--- config.mk ---
export PLATFORM = sky130hd
export DESIGN_NAME = rmt_group_or
export DESIGN_NICKNAME = d
export VERILOG_FILES = /design/src/running_median_tracker_macros.svh /design/src/rmt_pkg.sv /design/src/rmt_group_or.sv
export SDC_FILE = /design/constraint.sdc
export NUM_CORES = 1
export LEC_CHECK = 0
export ABC_CLOCK_PERIOD_IN_PS = 1000
export BUFFER_PORTS_ARGS = -buffer_cell sky130_fd_sc_hd__buf_2
export CAP_MARGIN = 25
export CORE_AREA = 3 3 212 214
export DETAILED_ROUTE_END_ITERATION = 12
export DIE_AREA = 0 0 215 217
export PLACE_DENSITY_LB_ADDON = 0.1
export SLEW_MARGIN = 20
export SYNTH_ARGS = -nofsm -noshare
export SYNTH_HDL_FRONTEND = slang
export SYNTH_SLANG_ARGS = --single-unit
--- constraint.sdc ---
create_clock -name clk -period 1 [get_ports clk]
set_clock_uncertainty 0.05 [all_clocks]
set_input_delay 0.2 -clock clk [delete_from_list [all_inputs] [get_ports clk]]
set_output_delay 0.2 -clock clk [all_outputs]
set_load 0.01 [all_outputs]
--- src/running_median_tracker_macros.svh ---
// Assertion macros for the running median tracker RTL.
`ifndef RUNNING_MEDIAN_TRACKER_MACROS_SVH
`define RUNNING_MEDIAN_TRACKER_MACROS_SVH

// Checked property, masked while reset is high.
`define RMT_ASSERT(lbl, prop, msg) \
  lbl: assert property (@(posedge clk) disable iff (rst) prop) else $error(msg);

// Checked property that also holds during reset.
`define RMT_ASSERT_ALWAYS(lbl, prop, msg) \
  lbl: assert property (@(posedge clk) prop) else $error(msg);

`endif

--- src/rmt_pkg.sv ---
// Types and constants for the running median tracker.
package rmt_pkg;

  localparam int CAPACITY   = 256;
  localparam int IDX_W      = $clog2(CAPACITY);
  localparam int CNT_W      = $clog2(CAPACITY + 1);
  localparam int GROUP_SIZE = 16;
  localparam int NUM_GROUPS = (CAPACITY + GROUP_SIZE - 1) / GROUP_SIZE;
  localparam int SLOT_NUM   = NUM_GROUPS * GROUP_SIZE;

  typedef logic signed [15:0] sample_t;

  typedef struct packed {
    logic signed [15:0] sample;
    logic               start_new;
  } req_t;

  typedef struct packed {
    logic signed [16:0] median_times_two;
    logic [CNT_W-1:0]   sample_count;
    logic               dropped;
  } rsp_t;

  // Broadcast to every cell of the chain.
  typedef struct packed {
    logic             ins;
    sample_t          sample;
    logic [CNT_W-1:0] count;
    logic [IDX_W-1:0] lo_idx;
    logic [IDX_W-1:0] hi_idx;
  } cell_ctrl_t;

endpackage

--- src/rmt_group_or.sv ---
// Registered OR-merge of one group of one-hot masked middle values.
module rmt_group_or import rmt_pkg::*; (
  input  logic    clk,
  input  logic    en,
  input  sample_t lo_in [GROUP_SIZE],
  input  sample_t hi_in [GROUP_SIZE],
  output sample_t lo_out,
  output sample_t hi_out
);

  sample_t lo_next;
  sample_t hi_next;

  always_comb begin
    lo_next = '0;
    hi_next = '0;
    for (int k = 0; k < GROUP_SIZE; k++) begin
      lo_next = lo_next | lo_in[k];
      hi_next = hi_next | hi_in[k];
    end
  end

  always_ff @(posedge clk) begin
    if (en) begin
      lo_out <= lo_next;
      hi_out <= hi_next;
    end
  end

endmodule

==> results of run 1 <==
## layer usage
layer / GRT usage [%] / part of all wire [%] / wire length [um] / vias up
met2: 17.0 / 54 / 11700 / 326
met3: 3.60 / 11 / 2410 / 38
met5: 0 / 0.20 / 43 / -
li1: - / - / - / 2056
met4: 4.38 / 3.6 / 784 / 8
met1: 7.45 / 31 / 6630 / 1890
## layout by cell type (no fill, tap or decap), drive strengths merged
| master | n |
|---|---|
| clkbuf | 7 |
| edfxtp | 32 |
| nor4 | 128 |
| diode | 1 |
| clkinv | 1 |
| buf | 556 |
| nand4 | 32 |
## sequential cells by signal (all words and copies together), names as in the netlist
name,cells
hi_out,16
lo_out,16
## area by class of cell
type                    count  area [um^2]
fillers                  5040        37400
repair buffers            556         2880
multi-input cells         160         1010
flip-flops and latches     32          961
well taps                 585          732
clock buffers               7          133
clock inverters             1         3.75
diodes                      1         2.50
## logic make-up (layout without fill, tap and decap cells)
kind of cell	after synthesis	count (layout)
flops	32	32
other cells	0	1
buf+inv	0	564
simple gates	160	160
## cells in the mapped netlist
| library cell | number | area share (%) |
|---|---|---|
| edfxtp_1 | 32 | 49 |
| nand4_1 | 32 | 10 |
| nor4_1 | 128 | 41 |
## how the worst max path moves through the flow
stage	depth (start not counted)	slack, ns	endpoint
2_1_floorplan	2	0.13	hi_out[0]$_DFFE_PP_
3_3_place_gp	4	-0.34	lo_out[15]$_DFFE_PP_
3_5_place_dp	3	-0.29	lo_out[11]$_DFFE_PP_
4_1_cts	1	-0.23	lo_out[11]
5_1_grt	1	-0.21	lo_out[11]
6_report	1	-0.15	lo_out[11]
## per-stage QoR
stage	setup TNS (ns)	std cells	worst slack, ns	area (um^2)
after floorplan	0	192	0.133	1960
after global placement	-4.65	1333	-0.343	5530
after detailed placement	-4.13	1333	-0.294	5530
after CTS	-4.08	1341	-0.233	5690
after global routing	-4.13	1342	-0.210	5720
final	-2.52	1342	-0.150	5720
## power by group through the flow
stage,clock network [mW],logic (mW),registers (mW)
3_5_place_dp,0,1.37,1.59
6_report,1.69,1.36,1.56
4_1_cts,1.90,1.38,1.56
2_1_floorplan,0,0.0936,1.62
5_1_grt,1.89,1.50,1.57
3_3_place_gp,0,1.37,1.59
## repair_timing
action,4_1_cts,5_1_grt
endpoints found under the setup margin,32,33
hold buffers,0,0
resized for setup,8,6
==> out/metrics.yaml, run 1 <==
critical_path:
  crit_path_start_kind: "register"
  end_kind: "output port"
  path_buf_inv: 1
  crit_arrival_ns: 0.90
  critPathMaxStageDelay_ns: 0.43
  cp_top_family: "flip-flops"
  crit_start: "lo_out[11]$_DFFE_PP_"
  crit_slowest_cell: "edfxtp_1"
  crit_type: "reg2out"
  crit_path_cell_trace: "buf_6"
  path_max_fanout: 1
  cp.required_ns: 0.75
power:
  pwr-share-comb_pct: 29.6
  p_int_mw: 3.30
  p_clk_share_pct: 36.6
  power_leakage_nw: 2.68
  swShare_pct: 28.3
  p_total_mw: 4.61
  ir_drop_mv: 0.565
  switchingPower_mw: 1.30
  p_seq_share_pct: 33.8
  power_per_cell_area_nw_per_um2: 806
clock_tree:
  h-tree-depth: 2
  cts_setup_buffers: 0
  path_clk_slew_ns: 0.06
  clockBufferDepth: 2
  cts.sinks: 32
  cts-buffers-inserted: 5
  cts_tree: "yes"
  cts_root_buffer: "clkbuf_16"
logic_synthesis:
  ys_ff_latch: 32
  synth_compound_area_share_pct: 0
  avgSynthCellArea_um2: 10.2
  syn_inst: 192
  muxShareOfSynthArea_pct: 0
  synth_adder_area_share_pct: 0
  synth_area_um2: 1960
  syn_nets: 706
  synth-seq-area-share_pct: 49.0
  synthXorXnorAreaFrac_pct: 0
  ys_types: 3
  synth_top_family_by_area: "simple AND/OR/NAND/NOR gates"
  synth-simple-area-share_pct: 51.0
  yosysWarnings: 0
timing:
  relSlewSlack_pct: 70.2
  period_needed_ns: 1.15
  hold_slack_ns: 0.113
  fin_ws_ns: -0.150
  drv_slew: 0
  finalSetupViolCount: 32
  finalCritPeriodShare_pct: 115
  hold_viol: 0
  worstMarginPinSlew_ns: 0.443
  fmax_ghz: 0.870
  grt_setup_unrepaired: "true"
floorplan:
  die-area_um2: 46700
  start_util_pct: 4.55
  core_um2: 43100
  num_rows: 76
  die_w_um: 215
  ios: 546
  chipHeight_um: 217
detailed_routing:
  ant_nets: 0
  finalWirelength_mm: 21.6
  num_vias: 4318
  routedWlPerCell_um: 16.1
  drc: 0
  dr.pass1.iters: 4
  drtIter0Drc: 50
  viasPerCell: 3.22
grt:
  grt_pass1_wl_mm: 28.4
  grt_max_degree: 19
  overflow: 0
  grt_pass1_vias: 4697
  antenna_found_initial: 9
  grt_usage_pct: 8.67
flow_run:
  cap_violations: 0
layout:
  final_net_count: 1269
  drive_gt1_share_pct: 74.3
  area_growth_pct: 191
  final_util_pct: 13.3
placed_design:
  dpl.hpwl_mm: 19.9
  gp_congestion: 0.860
  place.port_buffers: 545
outcome:
  status: "finished with violations"
  violations: "negative setup slack"
worst_hold_path:
  worstHoldPathCells: 3
  worstHoldStart: "lo_in[0]"
  whs_endpoint: "lo_out[0]$_DFFE_PP_"
  hold_path_class: "in2reg"
Note: power is estimated with default switching activity, not from simulation.
==> run 2, diff against run 1 <==
--- a/config.mk
+++ b/config.mk
@@ -8,9 +8,11 @@
 export ABC_CLOCK_PERIOD_IN_PS = 1000
 export BUFFER_PORTS_ARGS = -buffer_cell sky130_fd_sc_hd__buf_2
 export CAP_MARGIN = 25
-export CORE_AREA = 3 3 212 214
+export CELL_PAD_IN_SITES_DETAIL_PLACEMENT = 2
+export CELL_PAD_IN_SITES_GLOBAL_PLACEMENT = 2
+export CORE_AREA = 3 3 210 212
 export DETAILED_ROUTE_END_ITERATION = 12
-export DIE_AREA = 0 0 215 217
+export DIE_AREA = 0 0 213 215
 export PLACE_DENSITY_LB_ADDON = 0.1
 export SLEW_MARGIN = 20
 export SYNTH_ARGS = -nofsm -noshare
==> run 2 against run 1 <==
Compared with the run above:
- the run still ends with negative setup slack left
- global-route usage is 0.55 points higher
- sequential power hardly changed
- design area is 0.72% lower
- sequential share of layout area is 0.12 points higher
==> out/metrics.yaml, run 2 (synthesized netlist as in run 1, its figures left out) <==
outcome:
  violations: "negative setup slack"
  status: "finished with violations"
floorplan:
  die_w_um: 213
  core_um2: 42100
  chipHeight_um: 215
  num_rows: 75
  start_util_pct: 4.66
  ios: 546
  die-area_um2: 45800
clock_tree:
  clockBufferDepth: 2
  cts.sinks: 32
  cts_tree: "yes"
  h-tree-depth: 2
  path_clk_slew_ns: 0.06
  cts-buffers-inserted: 5
  cts_root_buffer: "clkbuf_16"
  cts_setup_buffers: 0
detailed_routing:
  wl_met1_mm: 6.52
  wl_met2_mm: 13.5
  dr.pass1.iters: 4
  top_layer: "met5"
  ant_nets: 0
  finalWirelength_mm: 22.6
  drtIter0Drc: 73
  routedWlPerCell_um: 17.4
  dr_wl_met3_mm: 2.36
  viasPerCell: 3.28
  num_vias: 4255
  drc: 0
timing:
  fmax_ghz: 0.911
  finalCritPeriodShare_pct: 110
  finalSetupViolCount: 32
  worstMarginPinSlew_ns: 0.372
  drv_slew: 0
  period_needed_ns: 1.10
  relSlewSlack_pct: 75.0
  grt_setup_unrepaired: "true"
  fin_ws_ns: -0.0978
  fin_tns_setup_ns: -1.67
  hold_viol: 0
critical_path:
  crit_slowest_cell: "edfxtp_1"
  end_kind: "output port"
  path_max_fanout: 1
  critPathMaxStageDelay_ns: 0.41
  cp.required_ns: 0.75
  crit_start: "hi_out[10]$_DFFE_PP_"
  crit_arrival_ns: 0.85
  cp_top_family: "flip-flops"
  crit_path_start_kind: "register"
  crit_path_cell_trace: "buf_6"
  crit_type: "reg2out"
  path_buf_inv: 1
layout:
  drive_gt1_share_pct: 75.1
  final_net_count: 1270
  mostFrequentLayoutCells: "buf_2 (539), nor4_1 (124), nand4_1 (32), edfxtp_1 (32), buf_4 (10)"
  final_common_cell: "buf_2"
  top_regs: "hi_out x16, lo_out x16"
  fillers: 5084
  area_growth_pct: 189
worst_hold_path:
  whs_endpoint: "hi_out[7]$_DFFE_PP_"
  worstHoldStart: "hi_in[7]"
  hold_path_class: "in2reg"
  worstHoldPathCells: 3
grt:
  grt_usage_pct: 9.22
  antenna_found_initial: 6
  grt_pass1_vias: 5107
  grt_pass1_wl_mm: 30.8
  overflow: 0
  grt_max_degree: 18
power:
  p_total_mw: 4.45
  ir_drop_mv: 0.485
  power_leakage_nw: 2.68
  power_per_cell_area_nw_per_um2: 784
placed_design:
  dpl.hpwl_mm: 21.3
  place.port_buffers: 545
  gp_congestion: 0.724
flow_run:
  cap_violations: 0
run 2: cell count changes in the layout (fill, tap and decap cells not counted):
| cell | delta |
|---|---|
| diode_2 | +3 |
| clkinv_1 | -1 |
| buf_6 | -1 |
| buf_2 | +1 |
| buf_4 | +1 |
| clkbuf_1 | -2 |
| nor4_1 | -3 |
| nor4_2 | +3 |
run 2: report_power, final:
part	internal (mW)	leakage (nW)	total, mW	switching (mW)
clock network	0.884	0.0616	1.54	0.659
logic	0.844	2.30	1.35	0.504
registers	1.54	0.323	1.56	0.0204
run 2: tightest hold or removal path, delay by kind of cell:
family | cells | cell delay [ns]
buffers and inverters | 1 | 0.08
AND/OR/NAND/NOR | 2 | 0.10
run 2: how the worst max path moves through the flow:
stage                     cells past startpoint  slack, ns              endpoint
after global routing                          1      -0.15            hi_out[10]
after floorplan                               2       0.13   hi_out[0]$_DFFE_PP_
final                                         1       -0.1            hi_out[10]
after detailed placement                      4      -0.35  lo_out[13]$_DFFE_PP_
after global placement                        4      -0.39  lo_out[13]$_DFFE_PP_
after CTS                                     1      -0.15            hi_out[10]
run 2: area by class of cell:
class                   count  area [um^2]  share of cell area (%)
repair buffers            557         2880                    50.7
flip-flops and latches     32          961                    16.9
well taps                 539          674                    11.9
multi-input cells         160         1030                    18.1
diodes                      4         10.0                   0.176
clock buffers               5          125                    2.20
run 2: metrics by stage:
stage               utilization, %  cell area, um^2  cells  worst slack [ns]  hold WS, ns
floorplan                        -             1960    192             0.133        0.262
global placement              13.0             5480   1288            -0.392        0.432
detailed placement            13.0             5480   1288            -0.352        0.441
CTS                           13.4             5630   1293            -0.145        0.126
global route                  13.5             5680   1297            -0.146        0.135
finish                        13.5             5680   1297           -0.0978        0.141
run 2: routing by layer:
metal	GRT usage (%)	up-vias
met5	0	-
met4	2.24	4
met3	3.50	11
met2	20.1	276
met1	7.24	1906
li1	-	2058
run 2: what timing repair did:
item                       in CTS  in global routing
resized for setup               6                  8
setup endpoints to repair      33                 35
hold buffers                    0                  0
==> run 3, diff against run 2 <==
--- a/config.mk
+++ b/config.mk
@@ -5,7 +5,7 @@
 export SDC_FILE = /design/constraint.sdc
 export NUM_CORES = 1
 export LEC_CHECK = 0
-export ABC_CLOCK_PERIOD_IN_PS = 1000
+export ABC_CLOCK_PERIOD_IN_PS = 1400
 export BUFFER_PORTS_ARGS = -buffer_cell sky130_fd_sc_hd__buf_2
 export CAP_MARGIN = 25
 export CELL_PAD_IN_SITES_DETAIL_PLACEMENT = 2
@@ -14,6 +14,7 @@
 export DETAILED_ROUTE_END_ITERATION = 12
 export DIE_AREA = 0 0 213 215
 export PLACE_DENSITY_LB_ADDON = 0.1
+export SETUP_SLACK_MARGIN = 0.02
 export SLEW_MARGIN = 20
 export SYNTH_ARGS = -nofsm -noshare
 export SYNTH_HDL_FRONTEND = slang
==> constraint.sdc (replaced) <==
create_clock -name clk -period 1.4 [get_ports clk]
set_clock_uncertainty 0.05 [all_clocks]
set_input_delay 0.28 -clock clk [delete_from_list [all_inputs] [get_ports clk]]
set_output_delay 0.28 -clock clk [all_outputs]
set_load 0.01 [all_outputs]
==> run 3 against run 2 <==
Compared with the run above:
- via count barely moved
- sequential power fell by 29%
- clock power fell by 27%
- critical path depth did not move
- global-route usage rose by 0.088 points
- first-iteration DRC count fell by 11%
- critical endpoint unchanged
- sequential cell count did not move
- die area did not move
- the flow now finishes without violations
- critical path type unchanged
- sequential share of layout area rose by 0.37 points
==> out/metrics.yaml, run 3 (synthesized netlist as in run 1, its figures left out) <==
timing:
  drv_slew: 0
  grt_setup_unrepaired: "false"
  relSlewSlack_pct: 73.2
  worstMarginPinSlew_ns: 0.398
  hold_viol: 0
  fmax_ghz: 0.838
  finalSetupViolCount: 0
  period_needed_ns: 1.19
  fin_tns_setup_ns: 0
  finalCritPeriodShare_pct: 85.2
detailed_routing:
  drtIter0Drc: 65
  dr.pass1.iters: 4
  viasPerCell: 3.30
  ant_nets: 0
  finalWirelength_mm: 22.4
  num_vias: 4252
  routedWlPerCell_um: 17.4
  drc: 0
layout:
  fillers: 5039
  top_regs: "hi_out x16, lo_out x16"
  multi_input_area_um2: 1000
  final_util_pct: 13.2
  drive_gt1_share_pct: 74.3
  stdcell_count: 1288
  ff_latch_area_um2: 961
  final_common_cell: "buf_2"
  mostFrequentLayoutCells: "buf_2 (545), nor4_1 (128), nand4_1 (32), edfxtp_1 (32), clkbuf_16 (5)"
  area_growth_pct: 183
  final_area_um2: 5560
  final_net_count: 1263
clock_tree:
  cts.sinks: 32
  cts_root_buffer: "clkbuf_16"
  cts_tree: "yes"
  postCtsHoldBufs: 0
  cts-buffers-inserted: 5
  path_clk_slew_ns: 0.06
  h-tree-depth: 2
  post_cts_resized: 0
  cts_setup_buffers: 0
  clockBufferDepth: 2
critical_path:
  crit_path_start_kind: "register"
  crit_path_cell_trace: "buf_2"
  end_kind: "output port"
  crit_slowest_cell: "edfxtp_1"
  cp.required_ns: 1.07
  critPathMaxStageDelay_ns: 0.40
  cp_top_family: "flip-flops"
  crit_arrival_ns: 0.86
  crit_type: "reg2out"
  path_max_fanout: 1
  path_buf_inv: 1
floorplan:
  num_rows: 75
  die_w_um: 213
  die-area_um2: 45800
  ios: 546
  core_um2: 42100
  start_util_pct: 4.66
  chipHeight_um: 215
power:
  power_per_cell_area_nw_per_um2: 570
  p_total_mw: 3.17
  power_leakage_nw: 2.63
  ir_drop_mv: 0.258
worst_hold_path:
  worstHoldPathCells: 3
  whs_endpoint: "hi_out[7]$_DFFE_PP_"
  worstHoldStart: "hi_in[7]"
  hold_path_class: "in2reg"
grt:
  grt_pass1_wl_mm: 31.0
  antenna_found_initial: 2
  grt_usage_pct: 9.31
  grt_max_degree: 18
  overflow: 0
  grt_pass1_vias: 5059
placed_design:
  dpl_cell_area_um2: 5430
  placed_cells: 1281
  dpl.hpwl_mm: 21.3
  place.port_buffers: 545
  gp_congestion: 0.732
flow_run:
  cap_violations: 0
outcome:
  status: "finished, final reports clean"
## run 3: worst max path at each step
stage,start,end,cells after the start
6_report,hi_out[10]$_DFFE_PP_,hi_out[10],1
5_1_grt,hi_out[10]$_DFFE_PP_,hi_out[10],1
4_1_cts,hi_out[10]$_DFFE_PP_,hi_out[10],1
3_5_place_dp,hi_in[195],hi_out[3]$_DFFE_PP_,4
3_3_place_gp,lo_in[237],lo_out[13]$_DFFE_PP_,3
2_1_floorplan,hi_in[192],hi_out[0]$_DFFE_PP_,2
## run 3: area by class of cell
| class | count | area share (%) |
|---|---|---|
| Multi-Input combinational cell | 160 | 18.0 |
| Sequential cell | 32 | 17.3 |
| Clock buffer | 5 | 2.25 |
| Tap cell | 539 | 12.1 |
| Antenna cell | 2 | 0.0901 |
| Timing Repair Buffer | 550 | 50.2 |
## run 3: layer usage
| layer | vias to the layer above | part of all wire [%] | global-route usage, % |
|---|---|---|---|
| met3 | 7 | 11 | 3.73 |
| met4 | 0 | 1.1 | 2.08 |
| met2 | 272 | 60 | 20.4 |
| li1 | 2041 | - | - |
| met1 | 1932 | 28 | 7.21 |
| met5 | - | 0 | 0 |
## run 3: through the flow
| stage | hold WS, ns | setup WS [ns] |
|---|---|---|
| 6_report | 0.210 | 0.207 |
| 5_1_grt | 0.211 | 0.144 |
| 4_1_cts | 0.187 | 0.146 |
| 3_5_place_dp | 0.512 | 0.0617 |
| 3_3_place_gp | 0.512 | 0.0369 |
| 2_1_floorplan | 0.342 | 0.453 |
## run 3: where the power goes
group          total, mW  internal (mW)  switching, mW
Sequential          1.11           1.10         0.0119
Combinational      0.937          0.585          0.351
Clock               1.12          0.632          0.489
Total               3.17           2.32          0.852
