### config.mk
export PLATFORM = sky130hd
export DESIGN_NAME = rmt_cell
export DESIGN_NICKNAME = d
export VERILOG_FILES = /design/src/running_median_tracker_macros.svh /design/src/rmt_pkg.sv /design/src/rmt_cell.sv
export SDC_FILE = /design/constraint.sdc
export NUM_CORES = 1
export LEC_CHECK = 0
export ABC_CLOCK_PERIOD_IN_PS = 5100
export BUFFER_PORTS_ARGS = -buffer_cell sky130_fd_sc_hd__buf_2
export CELL_PAD_IN_SITES_DETAIL_PLACEMENT = 2
export CELL_PAD_IN_SITES_GLOBAL_PLACEMENT = 2
export CORE_ASPECT_RATIO = 1.4
export CORE_MARGIN = 8
export CORE_UTILIZATION = 24
export CTS_BUF_LIST = sky130_fd_sc_hd__clkbuf_4 sky130_fd_sc_hd__clkbuf_8 sky130_fd_sc_hd__clkbuf_16
export DETAILED_ROUTE_END_ITERATION = 10
export GPL_ROUTABILITY_DRIVEN = 0
export PLACE_DENSITY_LB_ADDON = 0.15
export SYNTH_ARGS = -nofsm -noshare
export SYNTH_HDL_FRONTEND = slang
export SYNTH_SLANG_ARGS = --single-unit
export TNS_END_PERCENT = 10
### constraint.sdc
create_clock -name clk -period 5.1 [get_ports clk]
set_input_delay 1.275 -clock clk [delete_from_list [all_inputs] [get_ports clk]]
set_output_delay 1.275 -clock clk [all_outputs]
set_load 0.05 [all_outputs]
### src/running_median_tracker_macros.svh
// Assertion macros for the running median tracker RTL.
`ifndef RUNNING_MEDIAN_TRACKER_MACROS_SVH
`define RUNNING_MEDIAN_TRACKER_MACROS_SVH

// Checked property, masked while reset is high.
`define RMT_ASSERT(lbl, prop, msg) \
  lbl: assert property (@(posedge clk) disable iff (rst) prop) else $error(msg);

// Checked property that also holds during reset.
`define RMT_ASSERT_ALWAYS(lbl, prop, msg) \
  lbl: assert property (@(posedge clk) prop) else $error(msg);

`endif

### src/rmt_pkg.sv
// Types and constants for the running median tracker.
package rmt_pkg;

  localparam int CAPACITY   = 256;
  localparam int IDX_W      = $clog2(CAPACITY);
  localparam int CNT_W      = $clog2(CAPACITY + 1);
  localparam int GROUP_SIZE = 16;
  localparam int NUM_GROUPS = (CAPACITY + GROUP_SIZE - 1) / GROUP_SIZE;
  localparam int SLOT_NUM   = NUM_GROUPS * GROUP_SIZE;

  typedef logic signed [15:0] sample_t;

  typedef struct packed {
    logic signed [15:0] sample;
    logic               start_new;
  } req_t;

  typedef struct packed {
    logic signed [16:0] median_times_two;
    logic [CNT_W-1:0]   sample_count;
    logic               dropped;
  } rsp_t;

  // Broadcast to every cell of the chain.
  typedef struct packed {
    logic             ins;
    sample_t          sample;
    logic [CNT_W-1:0] count;
    logic [IDX_W-1:0] lo_idx;
    logic [IDX_W-1:0] hi_idx;
  } cell_ctrl_t;

endpackage

### src/rmt_cell.sv
// One slot of the sorted insertion chain.
module rmt_cell import rmt_pkg::*; (
  input  logic             clk,
  input  cell_ctrl_t       ctrl,
  input  logic [IDX_W-1:0] idx,
  input  logic             prev_keep,
  input  sample_t          prev_value,
  output logic             keep,
  output sample_t          value,
  output sample_t          lo_part,
  output sample_t          hi_part
);

  // Occupied and not above the new sample: stays put.
  assign keep    = (CNT_W'(idx) < ctrl.count) && (value <= ctrl.sample);
  assign lo_part = (idx == ctrl.lo_idx) ? value : '0;
  assign hi_part = (idx == ctrl.hi_idx) ? value : '0;

  always_ff @(posedge clk) begin
    if (ctrl.ins && !keep) begin
      value <= prev_keep ? ctrl.sample : prev_value;
    end
  end

endmodule

==> results of run 1 <==
-- layer usage --
metal / track usage (%) / share of wire, %
met4: 2.77 / 0.49
met1: 12.6 / 37
met2: 24.8 / 54
met3: 3.95 / 8.2
met5: 0 / 0
-- worst min-delay path: stages, from the launching register on --
cell	delay [ps]
edfxtp_1	380
ha_1	180
nand4_1	100
o221ai_1	120
a21boi_2	160
-- kinds of logic after synthesis --
kind of cell	count (synthesis)
simple gates	56
buf+inv	31
fa+ha+maj	23
compound gates	17
xor+xnor	16
mux	16
flops	16
-- through the flow --
| step | instance area [um2] | hold slack (ps) | std cells | util [%] |
|---|---|---|---|---|
| global route | 2410 | 1240 | 388 | 35.2 |
| CTS | 2410 | 1170 | 388 | 35.2 |
| detailed placement | 2370 | 1150 | 385 | 34.6 |
| global placement | 2370 | 1160 | 385 | 34.6 |
| finish | 2410 | 1130 | 388 | 35.2 |
| floorplan | 1660 | 1490 | 175 | - |
-- synth_stat cells (all sizes together) --
master / number / area share [%]
a2111oi: 2 / 1.4
a211oi: 2 / 0.90
a21boi: 1 / 0.45
a21o: 1 / 0.45
a21oi: 6 / 1.8
and2: 31 / 12
and3: 2 / 0.75
and4: 1 / 0.53
buf: 1 / 0.23
clkbuf: 3 / 0.68
edfxtp: 16 / 29
ha: 23 / 17
inv: 27 / 6.1
mux2: 16 / 11
nand2: 4 / 0.90
nand2b: 2 / 0.75
nand3: 1 / 0.30
nand4: 6 / 2.3
nor2: 5 / 1.1
nor3: 3 / 0.90
o21a: 1 / 0.45
o221ai: 3 / 1.6
o32a: 1 / 0.60
or4: 1 / 0.45
xnor2: 16 / 8.4
-- power by group through the flow --
| stage | logic, mW | registers [mW] | clock network, mW |
|---|---|---|---|
| 2_1_floorplan | 0.0808 | 0.217 | 0 |
| 3_3_place_gp | 0.190 | 0.177 | 0 |
| 3_5_place_dp | 0.194 | 0.178 | 0 |
| 4_1_cts | 0.196 | 0.175 | 0.104 |
| 5_1_grt | 0.210 | 0.177 | 0.107 |
| 6_report | 0.190 | 0.174 | 0.0961 |
-- worst max path at each step --
| stage | from | end | slack [ps] |
|---|---|---|---|
| 3_5_place_dp | ctrl[39] | keep | 660 |
| 2_1_floorplan | ctrl[39] | keep | 910 |
| 4_1_cts | ctrl[39] | keep | 650 |
| 5_1_grt | ctrl[39] | keep | 450 |
| 3_3_place_gp | ctrl[39] | keep | 720 |
| 6_report | ctrl[39] | keep | 700 |
-- area by class of cell --
type                            instances  share of cell area (%)
Clock buffer                            3                    1.71
Inverter                               27                    4.20
Multi-Input combinational cell        128                    44.2
Tap cell                               95                    4.93
Timing Repair Buffer                  119                    25.0
Sequential cell                        16                    19.9
==> results.ini, run 1 <==
[setup_path]
crit_path_start_kind=input port
worst_ep_required_time_ps=3830
crit-reg2reg-launch=value[14]
timing.rr.end=value[15]
rrSetupSlack_ps=2580
crit_slowest_cell=a2111oi_2
reg2reg_depth=7
cp_max_fo=3
path_depth=9
path_buf_inv=3
crit_family=compound AO/OA/AOI/OAI gates
end_kind=primary output
critical_path_class=in2out
path_cells=buf_2 > inv_1 > ha_1 > and3_1 > a2111oi_2 > o221ai_1 > o221ai_1 > and2_1 > buf_2
worst_ep_arrival_time_ps=3120
cpPeakStageDelay_ps=350

[layout]
diodes=0
reg.largest.list=value (16)
largest_reg_flops=16
n_fill_cell=846
fin_nets=386
multiInputGateArea_um2=1070
layout_commonest_cell=buf_2
area_delta_synth_final_pct=45.3
layout.area.seq_um2=480
drive_above_1_share_pct=47.8
regMostFlops=value
final_cell_mix=116 x buf_2, 31 x and2_1, 27 x inv_1

[timing]
worst_slew_pin_slew_ps=504
post-route-period-util_pct=86.2
setup_viol=0
rsz0062_at_grt=false
layout_min_cycle_time_ps=4400
fmax_mhz=227
finClkSkew_ps=0.850
tns_ps=0
slew_headroom_pct=66.2
finalHoldViolCount=0
setup_ws_ps=704
finalMaxSlewViolations=0

[pwr]
pwr-share-clk_pct=20.9
p_leak_nw=1.28
power_mw=0.460
power_frac_comb_pct=41.2
internal_power_mw=0.288
power_switching_mw=0.172
p_per_area_nw_per_um2=191
power_frac_seq_pct=37.9
netSwitchingFraction_pct=37.5
peakVddDrop_v=0.0000756

[clock_network]
root_buffer=clkbuf_8
cts-htree-levels=1
cts_buffers=3
ctsResizeCount=0
cts_hold_buf=0
cts_buffer_depth=2
clock_latency_ps=250
cts_tree=yes
cts_setup_buffers=0
clk_pin_slew_ps=60
cts_sinks=16

[drt]
wl_mm=6.30
first_iter_violations=9
num_vias=1733
drtAntennaViolNets=0
dr.pass1.iters=4
drc=0
wire_per_inst_um=16.2
vias_per_cell=4.47

[logic_synthesis]
synth_xor_area_share_pct=8.45
synth_cell_types=26
synth_area_um2=1660
synth_seq_cells=16
synth-simple-area-share_pct=19.7
synth_nets=266
synth_warnings=0
synthMuxAreaShare_pct=10.9
synth-compound-area-share_pct=7.69
synthAdderAreaFrac_pct=17.3
ys_seq_area_share_pct=29.0
synthCells=175
syn_area_per_cell_um2=9.48
synth_top_family_by_area=simple AND/OR/NAND/NOR gates

[job]
max_cap_violations=0

[floorplanning]
dieWidth_um=86.3
io-pin-count=117
initial_utilization_pct=24.2
rows=36
die_y_um=114
coreArea_um2=6850
die_area_um2=9870

[grt]
grt_pass1_vias=1990
grt_max_degree=17
grt_usage_pct=12.8
grt_first_pass_wirelength_mm=10.1
grt_overflow_total=0
antenna_found_initial=0

[min_path]
hold_depth=4
min_to=value[0]
worstHoldStart=value[1]
hp-class=reg2reg

[run_status]
status=finished, final reports clean

[placed_design]
dp_hpwl_mm=5.59
io_buffers=116
dp_worst_setup_slack_ps=656

Power figures use the tool's default switching activity.
==> run 2, diff against run 1 <==
--- a/config.mk
+++ b/config.mk
@@ -5,7 +5,7 @@
 export SDC_FILE = /design/constraint.sdc
 export NUM_CORES = 1
 export LEC_CHECK = 0
-export ABC_CLOCK_PERIOD_IN_PS = 5100
+export ABC_CLOCK_PERIOD_IN_PS = 5600
 export BUFFER_PORTS_ARGS = -buffer_cell sky130_fd_sc_hd__buf_2
 export CELL_PAD_IN_SITES_DETAIL_PLACEMENT = 2
 export CELL_PAD_IN_SITES_GLOBAL_PLACEMENT = 2
==> constraint.sdc (replaced) <==
create_clock -name clk -period 5.6 [get_ports clk]
set_input_delay 1.4 -clock clk [delete_from_list [all_inputs] [get_ports clk]]
set_output_delay 1.4 -clock clk [all_outputs]
set_load 0.05 [all_outputs]
==> run 2 against run 1 <==
Effect of this change: combinational power down 9%; flip-flop and latch count unchanged; wire length increased by 1.9%; sequential share of layout area rose by 0.062 points; critical path depth stayed put; non-clock buffer count shrank 1; cell area fell by 0.31%; clock skew is 1.0 ps higher; highest routed layer unchanged.
==> results.ini, run 2 (synthesis results as in run 1) <==
[pwr]
pwr-share-clk_pct=21.5  ; was 20.9%
netSwitchingFraction_pct=38.1  ; was 37.5%
internal_power_mw=0.261  ; was 0.288 mW
peakVddDrop_v=0.0000829  ; was 0.0000756 V
power_switching_mw=0.161  ; was 0.172 mW
power_frac_comb_pct=40.8  ; was 41.2%
p_leak_nw=1.28  ; about the same
power_frac_seq_pct=37.7  ; was 37.9%
p_per_area_nw_per_um2=176  ; was 191 nW/um2

[timing]
rsz0062_at_grt=false  ; unchanged
setup_viol=0  ; unchanged
setup_ws_ps=875  ; was 704 ps
finalMaxSlewViolations=0  ; unchanged
post-route-period-util_pct=84.4
worst_slew_pin_slew_ps=976  ; was 504 ps
layout_min_cycle_time_ps=4720
tns_ps=0  ; unchanged
finalHoldViolCount=0  ; unchanged
fmax_mhz=212
finClkSkew_ps=1.86  ; was 0.850 ps
slew_headroom_pct=34.5  ; was 66.2%

[grt]
grt_usage_pct=12.9  ; was 12.8%
grt_pass1_vias=1968  ; was 1990
grt_max_degree=17  ; unchanged
grt_first_pass_wirelength_mm=10.1  ; about the same
antenna_found_initial=0  ; unchanged
grt_overflow_total=0  ; unchanged

[layout]
area_delta_synth_final_pct=44.9  ; was 45.3%
final_util_pct=35.1  ; was 35.2%
drive_above_1_share_pct=47.6  ; was 47.8%
layout_commonest_cell=buf_2  ; unchanged
regMostFlops=value  ; unchanged
diodes=0  ; unchanged
final_cell_mix=116 x buf_2, 31 x and2_1, 27 x inv_1  ; unchanged
largest_reg_flops=16  ; unchanged
reg.largest.list=value (16)  ; unchanged
n_fill_cell=829  ; was 846
fin_nets=385  ; was 386

[clock_network]
cts-htree-levels=1  ; unchanged
clk_pin_slew_ps=70  ; was 60 ps
cts_buffers=3  ; unchanged
cts_buffer_depth=2  ; unchanged
cts_setup_buffers=0  ; unchanged
cts_tree=yes  ; unchanged
clock_latency_ps=250  ; about the same
ctsResizeCount=0  ; unchanged
cts_sinks=16  ; unchanged
cts_hold_buf=0  ; unchanged
root_buffer=clkbuf_8  ; unchanged

[floorplanning]
die_y_um=114  ; unchanged
rows=36  ; unchanged
initial_utilization_pct=24.2  ; unchanged
io-pin-count=117  ; unchanged
coreArea_um2=6850  ; unchanged
dieWidth_um=86.3  ; unchanged
die_area_um2=9870  ; unchanged

[setup_path]
cp_max_fo=3  ; unchanged
critical_path_class=in2out  ; unchanged
worst_ep_required_time_ps=4200  ; was 3830 ps
end_kind=primary output  ; unchanged
crit_path_start_kind=input port  ; unchanged
worst_ep_arrival_time_ps=3320  ; was 3120 ps

[min_path]
hp-class=reg2reg  ; unchanged

[placed_design]
io_buffers=116  ; unchanged
dp_worst_setup_slack_ps=842  ; was 656 ps
dp_hpwl_mm=5.55  ; was 5.59 mm

[drt]
wl_mm=6.42  ; was 6.30 mm
wire_per_inst_um=16.6  ; was 16.2 um
dr.pass1.iters=2  ; was 4
first_iter_violations=9  ; unchanged
drtAntennaViolNets=0  ; unchanged
vias_per_cell=4.42  ; was 4.47
num_vias=1712  ; was 1733
drc=0  ; unchanged

[run_status]
status=finished, final reports clean  ; unchanged

[job]
max_cap_violations=0  ; unchanged

-- run 2: changes by cell type in the layout (fill, tap and decap cells not counted) --
cell   delta
buf_4     -1
-- run 2: area by class of cell --
cell class | instances | area [um2] | share of cell area [%]
Sequential cell | 16 | 480 | 20.0
Inverter | 27 | 101 | 4.22
Tap cell | 95 | 119 | 4.95
Timing Repair Buffer | 118 | 596 | 24.8
Clock buffer | 3 | 41.3 | 1.72
Multi-Input combinational cell | 128 | 1070 | 44.4
-- run 2: stage by stage --
stage | power, mW | hold slack, ps | area (um2) | std cells
final | 0.422 | 1300 | 2400 | 387
after global routing | 0.448 | 1390 | 2400 | 387
after CTS | 0.432 | 1340 | 2400 | 387
after detailed placement | 0.338 | 1310 | 2360 | 384
after global placement | 0.333 | 1290 | 2360 | 384
after floorplan | 0.271 | 1550 | 1660 | 175
-- run 2: worst max-delay path: stages --
cell	delay, ps
buf_2	80
inv_1	40
ha_1	280
and3_1	230
a2111oi_2	380
o221ai_1	190
o221ai_1	290
and2_1	170
buf_2	260
-- run 2: layer usage --
layer	part of all wire, %	vias to the layer above	routed length [um]	track usage, %
met1	38	809	2450	13.0
met2	53	65	3420	24.7
met3	8.0	2	517	4.24
li1	-	836	-	-
met4	0.48	0	31	2.42
met5	0	-	0	0
-- run 2: final timing paths --
kind              startpoint       end  slack, ps  depth (start not counted)
setup / recovery    ctrl[39]      keep        880                          9
hold / removal      value[1]  value[0]       1300                          4
setup reg to reg   value[13]  value[1]       2910                          6
hold reg to reg     value[1]  value[0]       1300                          4
-- run 2: power groups by stage --
stage,logic [mW],clock network (mW),registers [mW]
after floorplan,0.0736,0,0.198
after global placement,0.172,0,0.161
final,0.172,0.0909,0.159
after detailed placement,0.176,0,0.162
after CTS,0.177,0.0951,0.160
after global routing,0.190,0.0967,0.162
==> run 3, diff against run 2 <==
--- a/config.mk
+++ b/config.mk
@@ -5,13 +5,13 @@
 export SDC_FILE = /design/constraint.sdc
 export NUM_CORES = 1
 export LEC_CHECK = 0
-export ABC_CLOCK_PERIOD_IN_PS = 5600
+export ABC_CLOCK_PERIOD_IN_PS = 4600
 export BUFFER_PORTS_ARGS = -buffer_cell sky130_fd_sc_hd__buf_2
 export CELL_PAD_IN_SITES_DETAIL_PLACEMENT = 2
 export CELL_PAD_IN_SITES_GLOBAL_PLACEMENT = 2
 export CORE_ASPECT_RATIO = 1.4
 export CORE_MARGIN = 8
-export CORE_UTILIZATION = 24
+export CORE_UTILIZATION = 22
 export CTS_BUF_LIST = sky130_fd_sc_hd__clkbuf_4 sky130_fd_sc_hd__clkbuf_8 sky130_fd_sc_hd__clkbuf_16
 export DETAILED_ROUTE_END_ITERATION = 10
 export GPL_ROUTABILITY_DRIVEN = 0
==> constraint.sdc (replaced) <==
create_clock -name clk -period 4.6 [get_ports clk]
set_input_delay 1.15 -clock clk [delete_from_list [all_inputs] [get_ports clk]]
set_output_delay 1.15 -clock clk [all_outputs]
set_load 0.05 [all_outputs]
==> run 3 against run 2 <==
Effect of this change: sequential share of layout area down 0.11 points; count of clock-buffer cells in the layout unchanged; non-clock buffer count up 1; hold slack worse by 150 ps; cell count up 1.0%; register-to-register slack worse by 800 ps; total power up 23%; wire length up 0.33%; cell area up 0.57%; via count up 0.82%; largest cell class unchanged.
==> results.ini, run 3 (synthesis results as in run 1) <==
[min_path]
hp-class=reg2reg  ; unchanged
worstHoldStart=value[1]  ; unchanged
hold_depth=4  ; unchanged
min_to=value[13]  ; was value[0]

[drt]
wire_per_inst_um=16.5  ; was 16.6 um
vias_per_cell=4.41  ; was 4.42
wl_mm=6.44  ; was 6.42 mm
drc=0  ; unchanged
first_iter_violations=15  ; was 9
drtAntennaViolNets=0  ; unchanged
num_vias=1726  ; was 1712
dr.pass1.iters=4  ; was 2

[setup_path]
critical_path_class=in2out  ; unchanged
rrSetupSlack_ps=2110  ; was 2910 ps
cp_max_fo=3  ; unchanged
crit_path_start_kind=input port  ; unchanged
timing.rr.end=value[4]  ; was value[1]
worst_ep_required_time_ps=3450  ; was 4200 ps
crit-reg2reg-launch=value[14]  ; was value[13]
end_kind=primary output  ; unchanged
reg2reg_depth=7  ; was 6
worst_ep_arrival_time_ps=3040  ; was 3320 ps

[clock_network]
cts_buffers=3  ; unchanged
cts_setup_buffers=0  ; unchanged
clk_pin_slew_ps=70  ; about the same
clock_latency_ps=260  ; was 250 ps
cts_hold_buf=0  ; unchanged
cts_tree=yes  ; unchanged
cts-htree-levels=1  ; unchanged
cts_buffer_depth=2  ; unchanged
cts_sinks=16  ; unchanged
ctsResizeCount=0  ; unchanged
root_buffer=clkbuf_8  ; unchanged

[timing]
slew_headroom_pct=70.2  ; was 34.5%
setup_ws_ps=407  ; was 875 ps
tns_ps=0  ; unchanged
worst_slew_pin_slew_ps=445  ; was 976 ps
post-route-period-util_pct=91.2
finalHoldViolCount=0  ; unchanged
finalMaxSlewViolations=0  ; unchanged
fmax_mhz=238
layout_min_cycle_time_ps=4190
setup_viol=0  ; unchanged
hold-worst-slack_ps=1150  ; was 1300 ps
rsz0062_at_grt=false  ; unchanged
finClkSkew_ps=3.88  ; was 1.86 ps

[grt]
grt_first_pass_wirelength_mm=9.77  ; was 10.1 mm
grt_use_met2_pct=21.5  ; was 24.7%
grt_pass1_vias=1959  ; was 1968
grt_usage_pct=11.8  ; was 12.9%
grtUsageMet3_pct=4.51  ; was 4.24%
grt_overflow_total=0  ; unchanged
met1_usage_pct=12.0  ; was 13.0%
antenna_found_initial=0  ; unchanged
busiest_layer=met2  ; unchanged
grt_max_degree=17  ; unchanged

[layout]
fin_nets=386  ; was 385
area_delta_synth_final_pct=45.7  ; was 44.9%
layout_commonest_cell=buf_2  ; unchanged
final_util_pct=33.0  ; was 35.1%
diodes=0  ; unchanged
largest_reg_flops=16  ; unchanged
reg.largest.list=value (16)  ; unchanged
regMostFlops=value  ; unchanged
final_cell_mix=116 x buf_2, 31 x and2_1, 27 x inv_1  ; unchanged
drive_above_1_share_pct=47.6  ; about the same

[pwr]
p_per_area_nw_per_um2=215  ; was 176 nW/um2
power_mw=0.519  ; was 0.422 mW
p_leak_nw=1.28  ; about the same
peakVddDrop_v=0.0000981  ; was 0.0000829 V

[placed_design]
io_buffers=116  ; unchanged
dp_worst_setup_slack_ps=393  ; was 842 ps
dp_hpwl_mm=5.68  ; was 5.55 mm

[floorplanning]
die_area_um2=10600  ; was 9870 um2
dieWidth_um=89.4  ; was 86.3 um
die_y_um=119  ; was 114 um
io-pin-count=117  ; unchanged
initial_utilization_pct=22.7  ; was 24.2%
rows=37  ; was 36
coreArea_um2=7310  ; was 6850 um2

[job]
max_cap_violations=0  ; unchanged

[run_status]
status=finished, final reports clean  ; unchanged

==> run 3: cell types whose count changed in the layout (fill, tap and decap cells not counted), sizes merged <==
cell    before  now
clkinv       0    1
buf        118  119
==> run 3: metal layers <==
layer  wire [um]  share of wire (%)  vias up
li1            -                  -      842
met1        2450                 38      807
met2        3260                 51       73
met3         672                 10        4
met4          55               0.85        0
met5           0                  0        -
==> run 3: final cells by class <==
class                      instances  area (um2)
clock buffer                       3        41.3
clock inverter                     1        3.75
fill                             918        4900
inverter                          27         101
multi-input combinational        128        1070
sequential                        16         480
tap                               97         121
timing repair buffer             119         603
==> run 3: critical path, stage by stage <==
cell	delay, ps
buf_2	90
inv_1	40
ha_1	280
and3_1	220
a2111oi_2	370
o221ai_1	170
o221ai_1	290
and2_1	170
buf_2	270
==> run 3: stage by stage <==
| stage | std cells | cell area, um2 |
|---|---|---|
| final | 391 | 2420 |
| after global routing | 391 | 2420 |
| after CTS | 391 | 2420 |
| after detailed placement | 387 | 2370 |
| after global placement | 387 | 2370 |
| after floorplan | 175 | 1660 |
==> run 3: power breakdown <==
group	switching, mW	leakage [nW]	internal (mW)
Combinational	0.130	1.11	0.0805
Clock	0.0562	0.0231	0.0594
Sequential	0.0128	0.153	0.180
==> run 3: worst max path at each step <==
stage | startpoint | to | depth (start not counted)
6_report | ctrl[39] | keep | 9
5_1_grt | ctrl[39] | keep | 9
4_1_cts | ctrl[39] | keep | 9
3_5_place_dp | ctrl[39] | keep | 9
3_3_place_gp | ctrl[39] | keep | 9
2_1_floorplan | ctrl[39] | keep | 7
